[src/wsfr_pkg.sv]
// Package for the WebSocket frame receiver: parser phases, result kinds,
// the result record and reset constants. No dependencies.
`timescale 1ns / 1ps

package wsfr_pkg;

  // Parser phase, 3-bit encoding; unused codes behave as HDR0
  typedef enum logic [2:0] {
    PH_HDR0 = 3'd0,
    PH_HDR1 = 3'd1,
    PH_EXT  = 3'd2,
    PH_MASK = 3'd3,
    PH_DATA = 3'd4
  } phase_t;

  // Result kind as carried on out_tuser
  typedef enum logic [1:0] {
    KIND_PAYLOAD  = 2'd0,
    KIND_EMPTY    = 2'd1,
    KIND_TOO_LONG = 2'd2
  } kind_t;

  // One result item
  typedef struct packed {
    kind_t      kind;
    logic [7:0] payload_byte;
    logic       last;
    logic       fin;
    logic [3:0] frame_opcode;
  } res_t;

  localparam int unsigned LEN_W = 63;
  localparam int unsigned MAX_W = 32;

  localparam logic [MAX_W-1:0] MAX_PAYLOAD_RST = 32'd65536;

  // Second header byte length codes
  localparam logic [6:0] LEN7_EXT16 = 7'd126;
  localparam logic [6:0] LEN7_EXT64 = 7'd127;

  // Header byte counts for extended length and mask key
  localparam logic [2:0] EXT16_BYTES = 3'd2;
  localparam logic [2:0] EXT64_BYTES = 3'd0;  // eight bytes, wraps through zero
  localparam logic [2:0] KEY_BYTES   = 3'd4;

endpackage

[src/wsfr_parser.sv]
// Frame parser: per-byte state registers and the combinational step logic
// that turns one received byte into at most one result. Uses wsfr_pkg.
`timescale 1ns / 1ps

module wsfr_parser (
  input  logic                              clk,
  input  logic                              rst_n,
  input  logic                              step,       // byte transfer this cycle
  input  logic [7:0]                        rx_byte,
  input  logic                              cfg_wr,
  input  logic [wsfr_pkg::MAX_W-1:0]        cfg_wdata,
  output logic                              res_valid,
  output wsfr_pkg::res_t                    res
);

  wsfr_pkg::phase_t                   phase_r, phase_nxt;
  logic                               fin_r, fin_nxt;
  logic [3:0]                         op_r, op_nxt;
  logic                               masked_r, masked_nxt;
  logic [2:0]                         cnt_r, cnt_nxt;
  logic [wsfr_pkg::LEN_W-1:0]         len_r, len_nxt;
  logic [31:0]                        key_r, key_nxt;
  logic [wsfr_pkg::LEN_W-1:0]         rem_r, rem_nxt;
  logic                               skip_r, skip_nxt;
  logic [wsfr_pkg::MAX_W-1:0]         max_r;

  // Configuration register
  always_ff @(posedge clk) begin
    if (!rst_n) begin
      max_r <= wsfr_pkg::MAX_PAYLOAD_RST;
    end else if (cfg_wr) begin
      max_r <= cfg_wdata;
    end
  end

  // Step logic
  always_comb begin
    logic                       hdr_len_done;  // length known
    logic                       hdr_start;     // header complete, decide frame
    logic [wsfr_pkg::LEN_W-1:0] len_sel;
    logic [2:0]                 cnt_dec;
    logic                       too_long;
    logic [7:0]                 key_byte;
    logic [wsfr_pkg::LEN_W-1:0] rem_dec;
    logic                       is_last;

    phase_nxt  = phase_r;
    fin_nxt    = fin_r;
    op_nxt     = op_r;
    masked_nxt = masked_r;
    cnt_nxt    = cnt_r;
    len_nxt    = len_r;
    key_nxt    = key_r;
    rem_nxt    = rem_r;
    skip_nxt   = skip_r;

    res_valid        = 1'b0;
    res.kind         = wsfr_pkg::KIND_PAYLOAD;
    res.payload_byte = 8'd0;
    res.last         = 1'b1;
    res.fin          = fin_r;
    res.frame_opcode = op_r;

    hdr_len_done = 1'b0;
    hdr_start    = 1'b0;
    len_sel      = len_r;
    cnt_dec      = cnt_r - 3'd1;
    key_byte     = 8'd0;
    rem_dec      = rem_r - {{(wsfr_pkg::LEN_W-1){1'b0}}, 1'b1};
    is_last      = (rem_dec == '0);

    case (phase_r)
      wsfr_pkg::PH_HDR1: begin
        masked_nxt = rx_byte[7];
        if (rx_byte[6:0] == wsfr_pkg::LEN7_EXT16) begin
          len_nxt   = '0;
          cnt_nxt   = wsfr_pkg::EXT16_BYTES;
          phase_nxt = wsfr_pkg::PH_EXT;
        end else if (rx_byte[6:0] == wsfr_pkg::LEN7_EXT64) begin
          len_nxt   = '0;
          cnt_nxt   = wsfr_pkg::EXT64_BYTES;
          phase_nxt = wsfr_pkg::PH_EXT;
        end else begin
          len_sel      = {{(wsfr_pkg::LEN_W-7){1'b0}}, rx_byte[6:0]};
          len_nxt      = len_sel;
          hdr_len_done = 1'b1;
        end
      end
      wsfr_pkg::PH_EXT: begin
        // big-endian shift-in, top bit of a 64-bit length drops off
        len_sel = {len_r[wsfr_pkg::LEN_W-9:0], rx_byte};
        len_nxt = len_sel;
        cnt_nxt = cnt_dec;
        if (cnt_dec == 3'd0) begin
          hdr_len_done = 1'b1;
        end
      end
      wsfr_pkg::PH_MASK: begin
        key_nxt = {key_r[23:0], rx_byte};
        cnt_nxt = cnt_dec;
        if (cnt_dec == 3'd0) begin
          hdr_start = 1'b1;
        end
      end
      wsfr_pkg::PH_DATA: begin
        // first key byte received sits in the top byte
        case (cnt_r[1:0])
          2'd0:    key_byte = key_r[31:24];
          2'd1:    key_byte = key_r[23:16];
          2'd2:    key_byte = key_r[15:8];
          default: key_byte = key_r[7:0];
        endcase
        if (!masked_r) begin
          key_byte = 8'd0;
        end
        cnt_nxt = cnt_r + 3'd1;
        rem_nxt = rem_dec;
        if (is_last) begin
          phase_nxt = wsfr_pkg::PH_HDR0;
          cnt_nxt   = 3'd0;
        end
        if (skip_r) begin
          if (is_last) begin
            skip_nxt = 1'b0;
          end
        end else begin
          res_valid        = 1'b1;
          res.kind         = wsfr_pkg::KIND_PAYLOAD;
          res.payload_byte = rx_byte ^ key_byte;
          res.last         = is_last;
        end
      end
      default: begin
        fin_nxt   = rx_byte[7];
        op_nxt    = rx_byte[3:0];
        skip_nxt  = 1'b0;
        phase_nxt = wsfr_pkg::PH_HDR1;
      end
    endcase

    // Length known: mask key next, or complete the header now
    if (hdr_len_done) begin
      if (rx_byte[7] && phase_r == wsfr_pkg::PH_HDR1 ||
          masked_r && phase_r != wsfr_pkg::PH_HDR1) begin
        key_nxt   = '0;
        cnt_nxt   = wsfr_pkg::KEY_BYTES;
        phase_nxt = wsfr_pkg::PH_MASK;
      end else begin
        hdr_start = 1'b1;
      end
    end

    // Header complete: too long, empty or payload
    too_long = (len_sel[wsfr_pkg::LEN_W-1:wsfr_pkg::MAX_W] != '0) ||
               (len_sel[wsfr_pkg::MAX_W-1:0] > max_r);
    if (hdr_start) begin
      cnt_nxt = 3'd0;
      if (too_long) begin
        res_valid = 1'b1;
        res.kind  = wsfr_pkg::KIND_TOO_LONG;
        rem_nxt   = len_sel;
        skip_nxt  = 1'b1;
        phase_nxt = wsfr_pkg::PH_DATA;
      end else if (len_sel == '0) begin
        res_valid = 1'b1;
        res.kind  = wsfr_pkg::KIND_EMPTY;
        phase_nxt = wsfr_pkg::PH_HDR0;
      end else begin
        rem_nxt   = len_sel;
        skip_nxt  = 1'b0;
        phase_nxt = wsfr_pkg::PH_DATA;
      end
    end

    if (!step) begin
      res_valid = 1'b0;
    end
  end

  // State registers
  always_ff @(posedge clk) begin
    if (!rst_n) begin
      phase_r  <= wsfr_pkg::PH_HDR0;
      fin_r    <= 1'b0;
      op_r     <= 4'd0;
      masked_r <= 1'b0;
      cnt_r    <= 3'd0;
      len_r    <= '0;
      key_r    <= '0;
      rem_r    <= '0;
      skip_r   <= 1'b0;
    end else if (step) begin
      phase_r  <= phase_nxt;
      fin_r    <= fin_nxt;
      op_r     <= op_nxt;
      masked_r <= masked_nxt;
      cnt_r    <= cnt_nxt;
      len_r    <= len_nxt;
      key_r    <= key_nxt;
      rem_r    <= rem_nxt;
      skip_r   <= skip_nxt;
    end
  end

endmodule

[src/wsfr_out_buf.sv]
// Two-entry result buffer: the output register plus a skid register so the
// input keeps flowing while a result waits. Uses wsfr_pkg.
`timescale 1ns / 1ps

module wsfr_out_buf (
  input  logic            clk,
  input  logic            rst_n,
  input  logic            push,
  input  wsfr_pkg::res_t  push_res,
  output logic            can_accept,
  output logic            out_valid,
  input  logic            out_ready,
  output wsfr_pkg::res_t  out_res
);

  logic           main_vld_r, main_vld_nxt;
  logic           spare_vld_r, spare_vld_nxt;
  wsfr_pkg::res_t main_r, main_nxt;
  wsfr_pkg::res_t spare_r, spare_nxt;
  logic           pop;

  assign can_accept = !spare_vld_r;
  assign out_valid  = main_vld_r;
  assign out_res    = main_r;
  assign pop        = main_vld_r && out_ready;

  // Occupancy and data movement; push never coincides with a full spare
  always_comb begin
    main_vld_nxt  = main_vld_r;
    spare_vld_nxt = spare_vld_r;
    main_nxt      = main_r;
    spare_nxt     = spare_r;
    if (pop) begin
      main_vld_nxt  = spare_vld_r;
      main_nxt      = spare_r;
      spare_vld_nxt = 1'b0;
    end
    if (push) begin
      if (!main_vld_r || (pop && !spare_vld_r)) begin
        main_vld_nxt = 1'b1;
        main_nxt     = push_res;
      end else begin
        spare_vld_nxt = 1'b1;
        spare_nxt     = push_res;
      end
    end
  end

  always_ff @(posedge clk) begin
    if (!rst_n) begin
      main_vld_r  <= 1'b0;
      spare_vld_r <= 1'b0;
    end else begin
      main_vld_r  <= main_vld_nxt;
      spare_vld_r <= spare_vld_nxt;
    end
  end

  always_ff @(posedge clk) begin
    main_r  <= main_nxt;
    spare_r <= spare_nxt;
  end

endmodule

[src/websocket_frame_receiver.sv]
// WebSocket frame receiver top level: byte stream in, parsed result stream
// out. Depends on wsfr_pkg, wsfr_parser and wsfr_out_buf.
//
// Usage:
//   in_*   : one received byte per transfer (in_tdata[7:0]).
//   out_*  : one result per transfer. out_tuser is the kind (payload byte,
//            empty frame, frame too long); out_tlast marks the last result
//            of a frame; out_tdata carries the unmasked byte, FIN, opcode.
//   cfg_*  : write of max_payload, always ready; write only while idle.
// Header bytes give no result; an empty or over-long frame reports once on
// its last header byte, and an over-long payload is dropped.
// Throughput: one byte per cycle while in_tready is high, set by the parser
// step logic (63-bit length decrement and compare against max_payload).
// A result is registered in the output buffer when its byte is taken.
// A two-entry output buffer lets input continue while one result waits;
// in_tready drops only when two results are held.
// Reset: synchronous active-low rst_n returns the parser to the first header
// byte, empties the output buffer and sets max_payload to 65536.
`timescale 1ns / 1ps

module websocket_frame_receiver (
  input  logic        clk,
  input  logic        rst_n,
  // byte input
  input  logic        in_tvalid,
  output logic        in_tready,
  input  logic [7:0]  in_tdata,    // [7:0] rx_byte
  // results
  output logic        out_tvalid,
  input  logic        out_tready,
  output logic [15:0] out_tdata,   // [7:0] payload_byte, [8] fin, [12:9] frame_opcode
  output logic [1:0]  out_tuser,   // [1:0] kind
  output logic        out_tlast,
  // configuration
  input  logic        cfg_valid,
  output logic        cfg_ready,
  input  logic [31:0] cfg_data     // max_payload
);

  logic           step;
  logic           res_valid;
  wsfr_pkg::res_t res;
  wsfr_pkg::res_t out_res;
  logic           can_accept;

  assign in_tready = can_accept;
  assign step      = in_tvalid && can_accept;
  assign cfg_ready = 1'b1;

  wsfr_parser u_parser (
    .clk       (clk),
    .rst_n     (rst_n),
    .step      (step),
    .rx_byte   (in_tdata),
    .cfg_wr    (cfg_valid),
    .cfg_wdata (cfg_data),
    .res_valid (res_valid),
    .res       (res)
  );

  wsfr_out_buf u_out_buf (
    .clk        (clk),
    .rst_n      (rst_n),
    .push       (res_valid),
    .push_res   (res),
    .can_accept (can_accept),
    .out_valid  (out_tvalid),
    .out_ready  (out_tready),
    .out_res    (out_res)
  );

  // Output packing
  assign out_tdata = {3'b000, out_res.frame_opcode, out_res.fin, out_res.payload_byte};
  assign out_tuser = out_res.kind;
  assign out_tlast = out_res.last;

  // Checks
  a_kind_legal: assert property (@(posedge clk) disable iff (!rst_n)
    out_tvalid |-> out_tuser != 2'd3)
    else $error("illegal result kind");

  a_status_last: assert property (@(posedge clk) disable iff (!rst_n)
    out_tvalid && out_tuser != wsfr_pkg::KIND_PAYLOAD |-> out_tlast)
    else $error("empty/error result not marked last");

  a_status_zero: assert property (@(posedge clk) disable iff (!rst_n)
    out_tvalid && out_tuser != wsfr_pkg::KIND_PAYLOAD |-> out_tdata[7:0] == 8'd0)
    else $error("empty/error result with nonzero byte");

  a_stall_full: assert property (@(posedge clk) disable iff (!rst_n)
    !in_tready |-> out_tvalid)
    else $error("input stalled with empty output");

endmodule

[config.mk]
export PLATFORM = sky130hd
export DESIGN_NAME = websocket_frame_receiver
export DESIGN_NICKNAME = d
export VERILOG_FILES = /design/src/wsfr_pkg.sv /design/src/wsfr_parser.sv /design/src/wsfr_out_buf.sv /design/src/websocket_frame_receiver.sv
export SDC_FILE = /design/constraint.sdc
export NUM_CORES = 1
export LEC_CHECK = 0
export ABC_CLOCK_PERIOD_IN_PS = 10360
export BUFFER_PORTS_ARGS = -buffer_cell sky130_fd_sc_hd__buf_2
export CORE_MARGIN = 2
export CORE_UTILIZATION = 35
export CTS_CLUSTER_SIZE = 8
export DETAILED_ROUTE_END_ITERATION = 12
export SETUP_SLACK_MARGIN = 0.05
export SLEW_MARGIN = 25
export SYNTH_ARGS = -nofsm -noshare
export SYNTH_HDL_FRONTEND = slang
export SYNTH_SLANG_ARGS = --single-unit
[constraint.sdc]
create_clock -name clk -period 10.36 [get_ports clk]
set_input_delay 2.072 -clock clk [delete_from_list [all_inputs] [get_ports clk]]
set_output_delay 2.072 -clock clk [all_outputs]
set_load 0.01 [all_outputs]
==> results of run 1 <==
==> flip-flops by register name, indices dropped and copies added (netlist names), 3 cells and up <==
register and flops:
u_parser.len_r 63, u_parser.rem_r 63, u_parser.key_r 32, u_parser.max_r 32
u_out_buf.out_res 16, u_out_buf.spare_r 16, u_parser.op_r 4, u_parser.cnt_r 3
u_parser.phase_r 3
==> worst max path at each step <==
stage                      from                               to  slack (ns)  depth (start not counted)
finish              in_tdata[3]  u_parser.rem_r[51]$_SDFFE_PN0P_        3.36                         15
global route        in_tdata[3]  u_parser.rem_r[51]$_SDFFE_PN0P_        2.98                         15
CTS                 in_tdata[3]  u_parser.rem_r[51]$_SDFFE_PN0P_        3.03                         16
detailed placement  in_tdata[3]  u_parser.rem_r[51]$_SDFFE_PN0P_        2.51                         16
global placement    in_tdata[3]  u_parser.rem_r[51]$_SDFFE_PN0P_        2.66                         16
floorplan           in_tdata[2]  u_parser.rem_r[60]$_SDFFE_PN0P_        4.22                         18
==> power by group through the flow <==
stage | clock network (W) | logic (W) | registers, W
detailed placement | 0 | 0.000822 | 0.00109
global placement | 0 | 0.000814 | 0.00108
global route | 0.00111 | 0.000913 | 0.00108
finish | 0.00105 | 0.000844 | 0.00107
CTS | 0.00107 | 0.000826 | 0.00107
floorplan | 0 | 0.000578 | 0.00106
==> cells in the final DEF (no fill, tap or decap), drive strengths merged, types with 10 or more instances in the layout <==
cell type and n:
xnor2 22, a22oi 92, o31a 15, dfxtp 221, o211ai 11, a211oi 20, a22o 18, or4 19
or3 24, clkbuf 46, inv 50, xor2 15, mux2i 53, a31oi 33, ha 39, o22ai 10
nand2b 12, buf 85, nor3 57, a21oi 126, nand4 26, nor4 46, nor2 196, a21o 20
and3 30, edfxtp 16, nand2 166, nand3 55, o21ai 54
==> cell families after synthesis <==
group           synth area share, %
compound gates                 23.5
fa+ha+maj                      3.57
buf+inv                        5.77
flops                          35.9
xor+xnor                       2.37
other cells                  0.0550
mux                            4.13
simple gates                   24.7
==> final cells by class <==
type,count,area (sq um),share of cell area (%)
sequential,237,4900,32.1
timing repair buffer,85,503,3.29
multi-input combinational,1292,8070,52.8
clock inverter,2,25.0,0.164
inverter,50,190,1.24
clock buffer,46,948,6.20
tap,518,648,4.24
==> worst reg2reg max path: cells and delay by family (launching register included) <==
family	cells	cell delay [ns]
AO/OA/AOI/OAI	6	1.95
adder cells (fa/ha/maj)	1	0.39
buffers and inverters	1	0.57
flip-flops	1	0.78
AND/OR/NAND/NOR	6	2.64
==> per-stage QoR <==
stage,area (sq um),hold WS (ns)
6_report,15300,0.456
5_1_grt,15300,0.479
3_5_place_dp,14300,0.445
3_3_place_gp,14300,0.439
4_1_cts,15300,0.459
2_1_floorplan,13700,0.430
==> metal layers <==
layer | vias up | wire length [microns] | global-route usage (%)
met3 | 102 | 3350 | 3.77
met4 | 0 | 1660 | 8.43
met2 | 528 | 21000 | 35.7
li1 | 6313 | - | -
met5 | - | 0 | 0
met1 | 6423 | 19000 | 28.1
==> reports/metrics.yaml, run 1 <==
yosys:
  synth_edf_count: 16
  netlist_top_cells_count: "221 x dfxtp_1, 195 x nor2_1, 165 x nand2_1"
  synth.area.top_cells: "dfxtp_1 32%, nor2_1 5.4%, a22oi_1 5.1%"
  yosys.area.top_type: "dfxtp_1"
  synth_top_area_share_pct: 32.4
  netlist_area_sq_mm: 0.0137
  synthCells: 1724
  synth_most_common_cell: "dfxtp_1"
  ys.flop_type: "dfxtp_1"
  yosysSeqAreaShare_pct: 35.9
  ys_seq_elements: 237
  ys_warn_count: 0
  ys_async_sr_fraction_pct: 0
  syn_avg_cell_area_sq_um: 7.93
  synth_cell_types: 84
timing:
  finalClockSkew_ns: 0.0275
  hold_viol: 0
  setup_viol: 0
  relSlewSlack_pct: 36.1
  fin_crit_ns: 7.00
  rsz0062_at_grt: "false"
  slew_violations: 0
  tns_ns: 0
  worst_slew_pin_slew_ns: 0.951
  layout_worst_path_cycle_share_pct: 67.5
  fmax_ghz: 0.143
  worst_slack_ns: 3.36
flow_run:
  drv_cap: 0
power:
  total_power_w: 0.00296
  p_sw_share_pct: 34.8
  p_int_w: 0.00193
  p_seq_share_pct: 36.1
  power.leakage_nw: 5.80
  pwr-share-clk_pct: 35.4
  combPwrFrac_pct: 28.5
  p_switching_w: 0.00103
  p_per_area_mw_per_mm2: 194
  vdd_drop_max_mv: 0.123
hold_path:
  hp-class: "register to register"
  hp-start: "u_parser.fin_r$_SDFFE_PN0P_"
  min_to: "u_out_buf.spare_r[4]$_DFFE_PP_"
  hold_depth: 0
cts:
  post_cts_buffers: 0
  cts_buffer_depth: 3
  cts_root_buf: "clkbuf_16"
  cts_sinks: 237
  h-tree-depth: 2
  clk_pin_slew_worst_paths_ns: 0.05
  post_cts_resized: 0
  postCtsHoldBufs: 0
  clk_latency_ns: 0.54
  cts_made_buffers: 35
  cts_tree: "yes"
placement:
  gp_congestion: 0.924
  dp_hpwl_microns: 31400
  port_buffers: 62
  dp_cells: 2181
  post-place-ws_ns: 2.51
final_layout:
  num-fill-cells: 4030
  area_delta_synth_final_pct: 11.9
  instances_no_fill: 2230
  drive_gt1_share_pct: 9.99
  diodes: 0
  final_util_pct: 39.7
  fin_nets: 1785
setup_path:
  crit_chain: "buf_2, and4_1, a31oi_1, buf_4, nor3_1, ha_1, a21oi_1, o21ai_0, a221oi_1, o21ai_0, o31ai_1, or4b_1, nand2_1, nor2_1, a2111oi_0"
  worst-setup-path-type: "input port to register"
  end_kind: "register"
  cp.arrival_ns: 7.40
  r2r_slack_ns: 3.91
  max_stage_delay_ns: 0.78
  cp_num_buf_inv: 2
  reg2reg_from: "u_parser.phase_r[1]$_SDFFE_PN0P_"
  r2r_end: "u_parser.rem_r[51]$_SDFFE_PN0P_"
  ff2ff_path_depth: 14
  crit_path_start_kind: "input port"
  crit_family: "simple AND/OR/NAND/NOR gates"
  critPathRequiredTime_ns: 10.77
  crit_top_cell: "o21ai_0"
  crit_fanout: 19
  slowest_stage: "o31ai_1"
routing:
  drt_wl_total_microns: 45000
  drt_iter0_markers: 1350
  drtAntennaViolNets: 0
  vias_per_cell: 5.99
  wl_per_cell_microns: 20.2
  dr.pass1.iters: 6
  drc: 0
  vias: 13400
floorplanning:
  core_sq_mm: 0.0386
  fp-row-count: 72
  die-area_sq_mm: 0.0406
  die_h_microns: 202
  die_w_microns: 202
  num_io_pins: 67
  start_util_pct: 35.4
global_route:
  grt_pass1_wl_microns: 70700
  grt_max_degree: 84
  grt_pass1_vias: 12500
  antenna_found_initial: 0
  grt_usage_pct: 21.6
  grt_overflow_total: 0
run_status:
  outcome: "completed"
Power figures use the tool's default switching activity.
==> run 2, diff against run 1 <==
--- a/config.mk
+++ b/config.mk
@@ -5,7 +5,7 @@
 export SDC_FILE = /design/constraint.sdc
 export NUM_CORES = 1
 export LEC_CHECK = 0
-export ABC_CLOCK_PERIOD_IN_PS = 10360
+export ABC_CLOCK_PERIOD_IN_PS = 7300
 export BUFFER_PORTS_ARGS = -buffer_cell sky130_fd_sc_hd__buf_2
 export CORE_MARGIN = 2
 export CORE_UTILIZATION = 35
==> constraint.sdc (replaced) <==
create_clock -name clk -period 7.3 [get_ports clk]
set_input_delay 1.46 -clock clk [delete_from_list [all_inputs] [get_ports clk]]
set_output_delay 1.46 -clock clk [all_outputs]
set_load 0.01 [all_outputs]
==> run 2 against run 1 <==
  * Worst setup slack worse by 2.2 ns
  * Clock skew down 0.012 ns
  * Core utilization about the same
  * Critical path depth unchanged
  * Via count down 0.76%
  * Die area unchanged
  * Sequential power up 42%
  * Highest routed layer unchanged
==> reports/metrics.yaml, run 2 (synthesis gave the netlist of run 1 again) <==
hold_path:
  hp-class: "register to register"
timing:
  fmax_ghz: 0.163
  tns_ns: 0
  slew_violations: 0
  worst_slew_pin_slew_ns: 0.972
  fin_crit_ns: 6.14
  rsz0062_at_grt: "false"
  relSlewSlack_pct: 34.3
  finalClockSkew_ns: 0.0159
  layout_worst_path_cycle_share_pct: 84.1
  worst_slack_ns: 1.16
  setup_viol: 0
  hold_viol: 0
setup_path:
  crit_chain: "nor3b_4, buf_4, nor2_1, nor3_1, ha_1, a21oi_1, o21ai_0, a221oi_1, o21ai_0, o31ai_1, or4b_1, nand2_1, buf_12, nor2_1, a2111oi_1"
  critPathCapture: "u_parser.rem_r[60]$_SDFFE_PN0P_"
  critPathRequiredTime_ns: 7.69
  max_stage_delay_ns: 0.83
  worst-setup-path-type: "register to register"
  crit_start: "u_parser.phase_r[1]$_SDFFE_PN0P_"
  cp.arrival_ns: 6.53
  slowest_stage: "dfxtp_1"
  end_kind: "register"
  reg2reg_from: "u_parser.phase_r[1]$_SDFFE_PN0P_"
  crit_path_start_kind: "register"
  r2r_end: "u_parser.rem_r[60]$_SDFFE_PN0P_"
  r2r_slack_ns: 1.16
  crit_fanout: 51
  ff2ff_path_depth: 15
final_layout:
  stdcell_area_sq_mm: 0.0153
  multi_input_area_sq_mm: 0.00808
  fin_nets: 1785
  diodes: 0
  area_delta_synth_final_pct: 12.0
  top_regs: "u_parser.len_r x63, u_parser.rem_r x63"
  layout_commonest_cell: "dfxtp_1"
  drive_gt1_share_pct: 10.1
  seq_area_sq_mm: 0.00490
  final_cell_mix: "221 x dfxtp_1, 193 x nor2_1, 164 x nand2_1, 125 x a21oi_1, 92 x a22oi_1"
  num-fill-cells: 3933
cts:
  h-tree-depth: 2
  cts_made_buffers: 35
  clk_latency_ns: 0.52
  clk_pin_slew_worst_paths_ns: 0.05
  cts_sinks: 237
  cts_buffer_depth: 3
  cts_tree: "yes"
  post_cts_resized: 0
  post_cts_buffers: 0
  postCtsHoldBufs: 0
  cts_root_buf: "clkbuf_16"
power:
  vdd_drop_max_mv: 0.140
  p_per_area_mw_per_mm2: 275
  power.leakage_nw: 5.80
floorplanning:
  start_util_pct: 35.4
  die_w_microns: 202
  fp-row-count: 72
  die-area_sq_mm: 0.0406
  num_io_pins: 67
  core_sq_mm: 0.0386
  die_h_microns: 202
routing:
  drt_iter0_markers: 1588
  vias_per_cell: 5.95
  wl_per_cell_microns: 20.3
  drc: 0
  vias: 13300
  drt_wl_total_microns: 45200
  drtAntennaViolNets: 0
  dr.pass1.iters: 7
global_route:
  grt_pass1_vias: 12600
  grt_overflow_total: 0
  grt_usage_pct: 21.7
  grt_max_degree: 62
  antenna_found_initial: 0
  grt_pass1_wl_microns: 71300
run_status:
  outcome: "completed"
placement:
  gp_congestion: 0.944
  dpl-instance-area_sq_mm: 0.0143
  port_buffers: 62
  post-place-ws_ns: 0.918
  dp_hpwl_microns: 31900
flow_run:
  drv_cap: 0
==> run 2: where the power goes <==
| group | switching (W) | internal (W) | total, W |
|---|---|---|---|
| combinational | 0.000740 | 0.000439 | 0.00118 |
| clock | 0.000589 | 0.000915 | 0.00150 |
| sequential | 0.000111 | 0.00141 | 0.00152 |
| total | 0.00144 | 0.00276 | 0.00420 |
==> run 2: per-stage QoR <==
step | util, % | cells | hold slack (ns) | power [W]
after floorplan | - | 1726 | 0.430 | 0.00233
after global placement | 37.1 | 2182 | 0.444 | 0.00269
after detailed placement | 37.1 | 2182 | 0.449 | 0.00270
after CTS | 39.7 | 2228 | 0.457 | 0.00422
after global routing | 39.7 | 2228 | 0.476 | 0.00441
final | 39.7 | 2228 | 0.458 | 0.00420
==> run 2: area by class of cell <==
| class | count | area share [%] |
|---|---|---|
| multi-input cells | 1292 | 52.8 |
| flip-flops and latches | 237 | 32.0 |
| clock buffers | 45 | 6.31 |
| well taps | 518 | 4.23 |
| repair buffers | 85 | 3.24 |
| inverters | 50 | 1.24 |
| clock inverters | 1 | 0.131 |
==> run 2: worst min-delay path by stage <==
| stage | cells past startpoint | to | from | slack, ns |
|---|---|---|---|---|
| CTS | 2 | u_parser.key_r[24]$_SDFFE_PN0P_ | u_parser.key_r[24]$_SDFFE_PN0P_ | 0.46 |
| finish | 2 | u_parser.key_r[24]$_SDFFE_PN0P_ | u_parser.key_r[24]$_SDFFE_PN0P_ | 0.46 |
| floorplan | 0 | u_out_buf.spare_r[0]$_DFFE_PP_ | u_parser.op_r[0]$_SDFFE_PN0P_ | 0.43 |
| global placement | 0 | u_out_buf.spare_r[0]$_DFFE_PP_ | u_parser.op_r[0]$_SDFFE_PN0P_ | 0.44 |
| detailed placement | 0 | u_out_buf.spare_r[0]$_DFFE_PP_ | u_parser.op_r[0]$_SDFFE_PN0P_ | 0.45 |
| global route | 2 | u_parser.key_r[24]$_SDFFE_PN0P_ | u_parser.key_r[16]$_SDFFE_PN0P_ | 0.48 |
==> run 2: worst max-delay path: cells and delay by family, from the launching register on <==
family | cells | cell delay (ns)
compound gates | 6 | 1.99
simple gates | 6 | 2.14
flops | 1 | 0.83
buf+inv | 2 | 0.63
fa+ha+maj | 1 | 0.39
==> run 2: metal layers <==
metal / share of wire (%) / up-vias / GRT usage (%) / wire length, microns
met5: 0 / - / 0 / 0
met4: 3.5 / 0 / 8.19 / 1560
met3: 7.4 / 105 / 4.11 / 3320
met2: 47 / 522 / 35.7 / 21200
met1: 42 / 6318 / 28.3 / 19100
li1: - / 6319 / - / -
==> run 3, diff against run 2 <==
--- a/config.mk
+++ b/config.mk
@@ -5,7 +5,7 @@
 export SDC_FILE = /design/constraint.sdc
 export NUM_CORES = 1
 export LEC_CHECK = 0
-export ABC_CLOCK_PERIOD_IN_PS = 7300
+export ABC_CLOCK_PERIOD_IN_PS = 4900
 export BUFFER_PORTS_ARGS = -buffer_cell sky130_fd_sc_hd__buf_2
 export CORE_MARGIN = 2
 export CORE_UTILIZATION = 35
==> constraint.sdc (replaced) <==
create_clock -name clk -period 4.9 [get_ports clk]
set_input_delay 0.98 -clock clk [delete_from_list [all_inputs] [get_ports clk]]
set_output_delay 0.98 -clock clk [all_outputs]
set_load 0.01 [all_outputs]
==> run 3 against run 2 <==
  * Routed wire length rose by 1.3%
  * Final area rose by 2.6%
  * Worst setup slack got worse by 0.93 ns
  * Critical path depth rose by 2
  * Sequential power rose by 48%
  * Critical endpoint is now u_parser.rem_r[32]$_SDFFE_PN0P_
  * Largest cell class unchanged
  * Largest power group unchanged
  * Highest routed layer is now met5
==> reports/metrics.yaml, run 3 (synthesis gave the netlist of run 1 again) <==
cts:
  cts_buffer_depth: 3
  cts_root_buf: "clkbuf_16"
  cts_made_buffers: 35
  clk_latency_ns: 0.51
  clk_pin_slew_worst_paths_ns: 0.06
  cts_sinks: 237
  cts_tree: "yes"
  h-tree-depth: 2
floorplanning:
  num_io_pins: 67
  start_util_pct: 35.4
  die-area_sq_mm: 0.0406
  core_sq_mm: 0.0386
  fp-row-count: 72
  die_h_microns: 202
  die_w_microns: 202
global_route:
  antenna_found_initial: 1
  grt_max_degree: 66
  grt_pass1_wl_microns: 71800
  grt_usage_pct: 21.9
  grt_overflow_total: 0
  grt_pass1_vias: 12800
final_layout:
  top_regs: "u_parser.len_r x63, u_parser.rem_r x63"
  diodes: 0
  fin_nets: 1846
  drive_gt1_share_pct: 13.2
  final_cell_mix: "221 x dfxtp_1, 193 x nor2_1, 163 x nand2_1, 125 x a21oi_1, 92 x a22oi_1"
  layout_commonest_cell: "dfxtp_1"
  area_delta_synth_final_pct: 15.0
  final_util_pct: 40.7
  stdcell_area_sq_mm: 0.0157
setup_path:
  cp.arrival_ns: 5.07
  critPathCapture: "u_parser.rem_r[32]$_SDFFE_PN0P_"
  crit_path_start_kind: "register"
  critPathRequiredTime_ns: 5.30
  r2r_slack_ns: 0.23
  slowest_stage: "or4b_1"
  r2r_end: "u_parser.rem_r[32]$_SDFFE_PN0P_"
  crit_fanout: 25
  worst-setup-path-type: "register to register"
  reg2reg_from: "u_parser.phase_r[0]$_SDFFE_PN0P_"
  crit_start: "u_parser.phase_r[0]$_SDFFE_PN0P_"
  ff2ff_path_depth: 17
  end_kind: "register"
  max_stage_delay_ns: 0.52
  crit_chain: "or3b_4, a31oi_1, buf_4, nor2_4, a22o_1, ha_1, nand3_1, nor4_1, buf_4, nand3_1, or3_1, o31ai_2, or4b_1, nand2_2, buf_12, nor3_1, o31a_1"
routing:
  drt_iter0_markers: 1456
  drt_wl_total_microns: 45800
  dr.pass1.iters: 8
  vias_per_cell: 5.91
  drc: 0
  drtAntennaViolNets: 0
  wl_per_cell_microns: 20.0
  vias: 13500
placement:
  gp_congestion: 0.928
  port_buffers: 62
  post-place-ws_ns: -0.203
  dpl-instance-area_sq_mm: 0.0148
  dp_hpwl_microns: 32700
run_status:
  outcome: "completed"
timing:
  slew_violations: 0
  rsz0062_at_grt: "false"
  finalClockSkew_ns: 0.0151
  layout_worst_path_cycle_share_pct: 95.4
  worst_slew_pin_slew_ns: 0.922
  fin_crit_ns: 4.67
  setup_viol: 0
  tns_ns: 0
  worst_slack_ns: 0.227
  hold_viol: 0
  relSlewSlack_pct: 36.9
  fmax_ghz: 0.214
hold_path:
  hold_depth: 0
  hp-class: "register to register"
power:
  vdd_drop_max_mv: 0.246
  p_per_area_mw_per_mm2: 397
  power.leakage_nw: 6.08
flow_run:
  drv_cap: 0
-- run 3: cell types whose count changed in the layout (fill, tap and decap cells not counted), sizes merged --
cell,before,now
buf,85,146
clkbuf,45,42
clkinv,1,2
-- run 3: where the power goes --
group | switching, W | total, W | internal, W | leakage, nW
combinational | 0.00114 | 0.00186 | 0.000717 | 3.68
clock | 0.000856 | 0.00213 | 0.00128 | 0.448
sequential | 0.000154 | 0.00225 | 0.00210 | 1.95
total | 0.00215 | 0.00624 | 0.00409 | 6.08
-- run 3: layout make-up --
cell class,count,area (sq um)
Clock buffer,42,902
Clock inverter,2,13.8
Fill cell,3959,22800
Inverter,50,190
Multi-Input combinational cell,1292,8070
Sequential cell,237,4900
Tap cell,518,648
Timing Repair Buffer,146,978
-- run 3: worst min-delay path by stage --
stage | start | end | slack (ns)
floorplan | u_parser.op_r[0]$_SDFFE_PN0P_ | u_out_buf.spare_r[0]$_DFFE_PP_ | 0.43
global placement | u_parser.op_r[1]$_SDFFE_PN0P_ | u_out_buf.spare_r[1]$_DFFE_PP_ | 0.44
detailed placement | u_parser.op_r[0]$_SDFFE_PN0P_ | u_out_buf.spare_r[0]$_DFFE_PP_ | 0.45
CTS | u_parser.op_r[3]$_SDFFE_PN0P_ | u_out_buf.spare_r[3]$_DFFE_PP_ | 0.46
global route | u_parser.key_r[24]$_SDFFE_PN0P_ | u_parser.key_r[24]$_SDFFE_PN0P_ | 0.47
finish | u_parser.op_r[3]$_SDFFE_PN0P_ | u_out_buf.spare_r[3]$_DFFE_PP_ | 0.45
-- run 3: metrics by stage --
stage | total power [W] | instances | hold slack [ns]
finish | 0.00624 | 2287 | 0.453
global route | 0.00655 | 2287 | 0.472
CTS | 0.00626 | 2287 | 0.455
detailed placement | 0.00410 | 2243 | 0.446
global placement | 0.00409 | 2243 | 0.443
floorplan | 0.00347 | 1726 | 0.430
-- run 3: routing by layer --
layer  track usage, %  routed length [microns]  vias to the layer above
li1                 -                        -                     6432
met1             29.1                    19900                     6519
met2             35.5                    21200                      469
met3             3.71                     2940                       97
met4             8.48                     1610                        2
met5                0                       13                        -
-- run 3: worst max-delay path: cells and delay by family, from the launching register on --
family | cells | cell delay (ns)
fa+ha+maj | 1 | 0.30
simple gates | 9 | 2.40
flops | 1 | 0.44
compound gates | 4 | 0.81
buf+inv | 3 | 0.59
-- run 3: repair_timing --
action / 4_1_cts / 5_1_grt
endpoints found under the setup margin: 1 / 5
buffers inserted: 0 / 0
hold buffers: 0 / 0
gates resized for setup: 1 / 2
gates cloned: 0 / 0
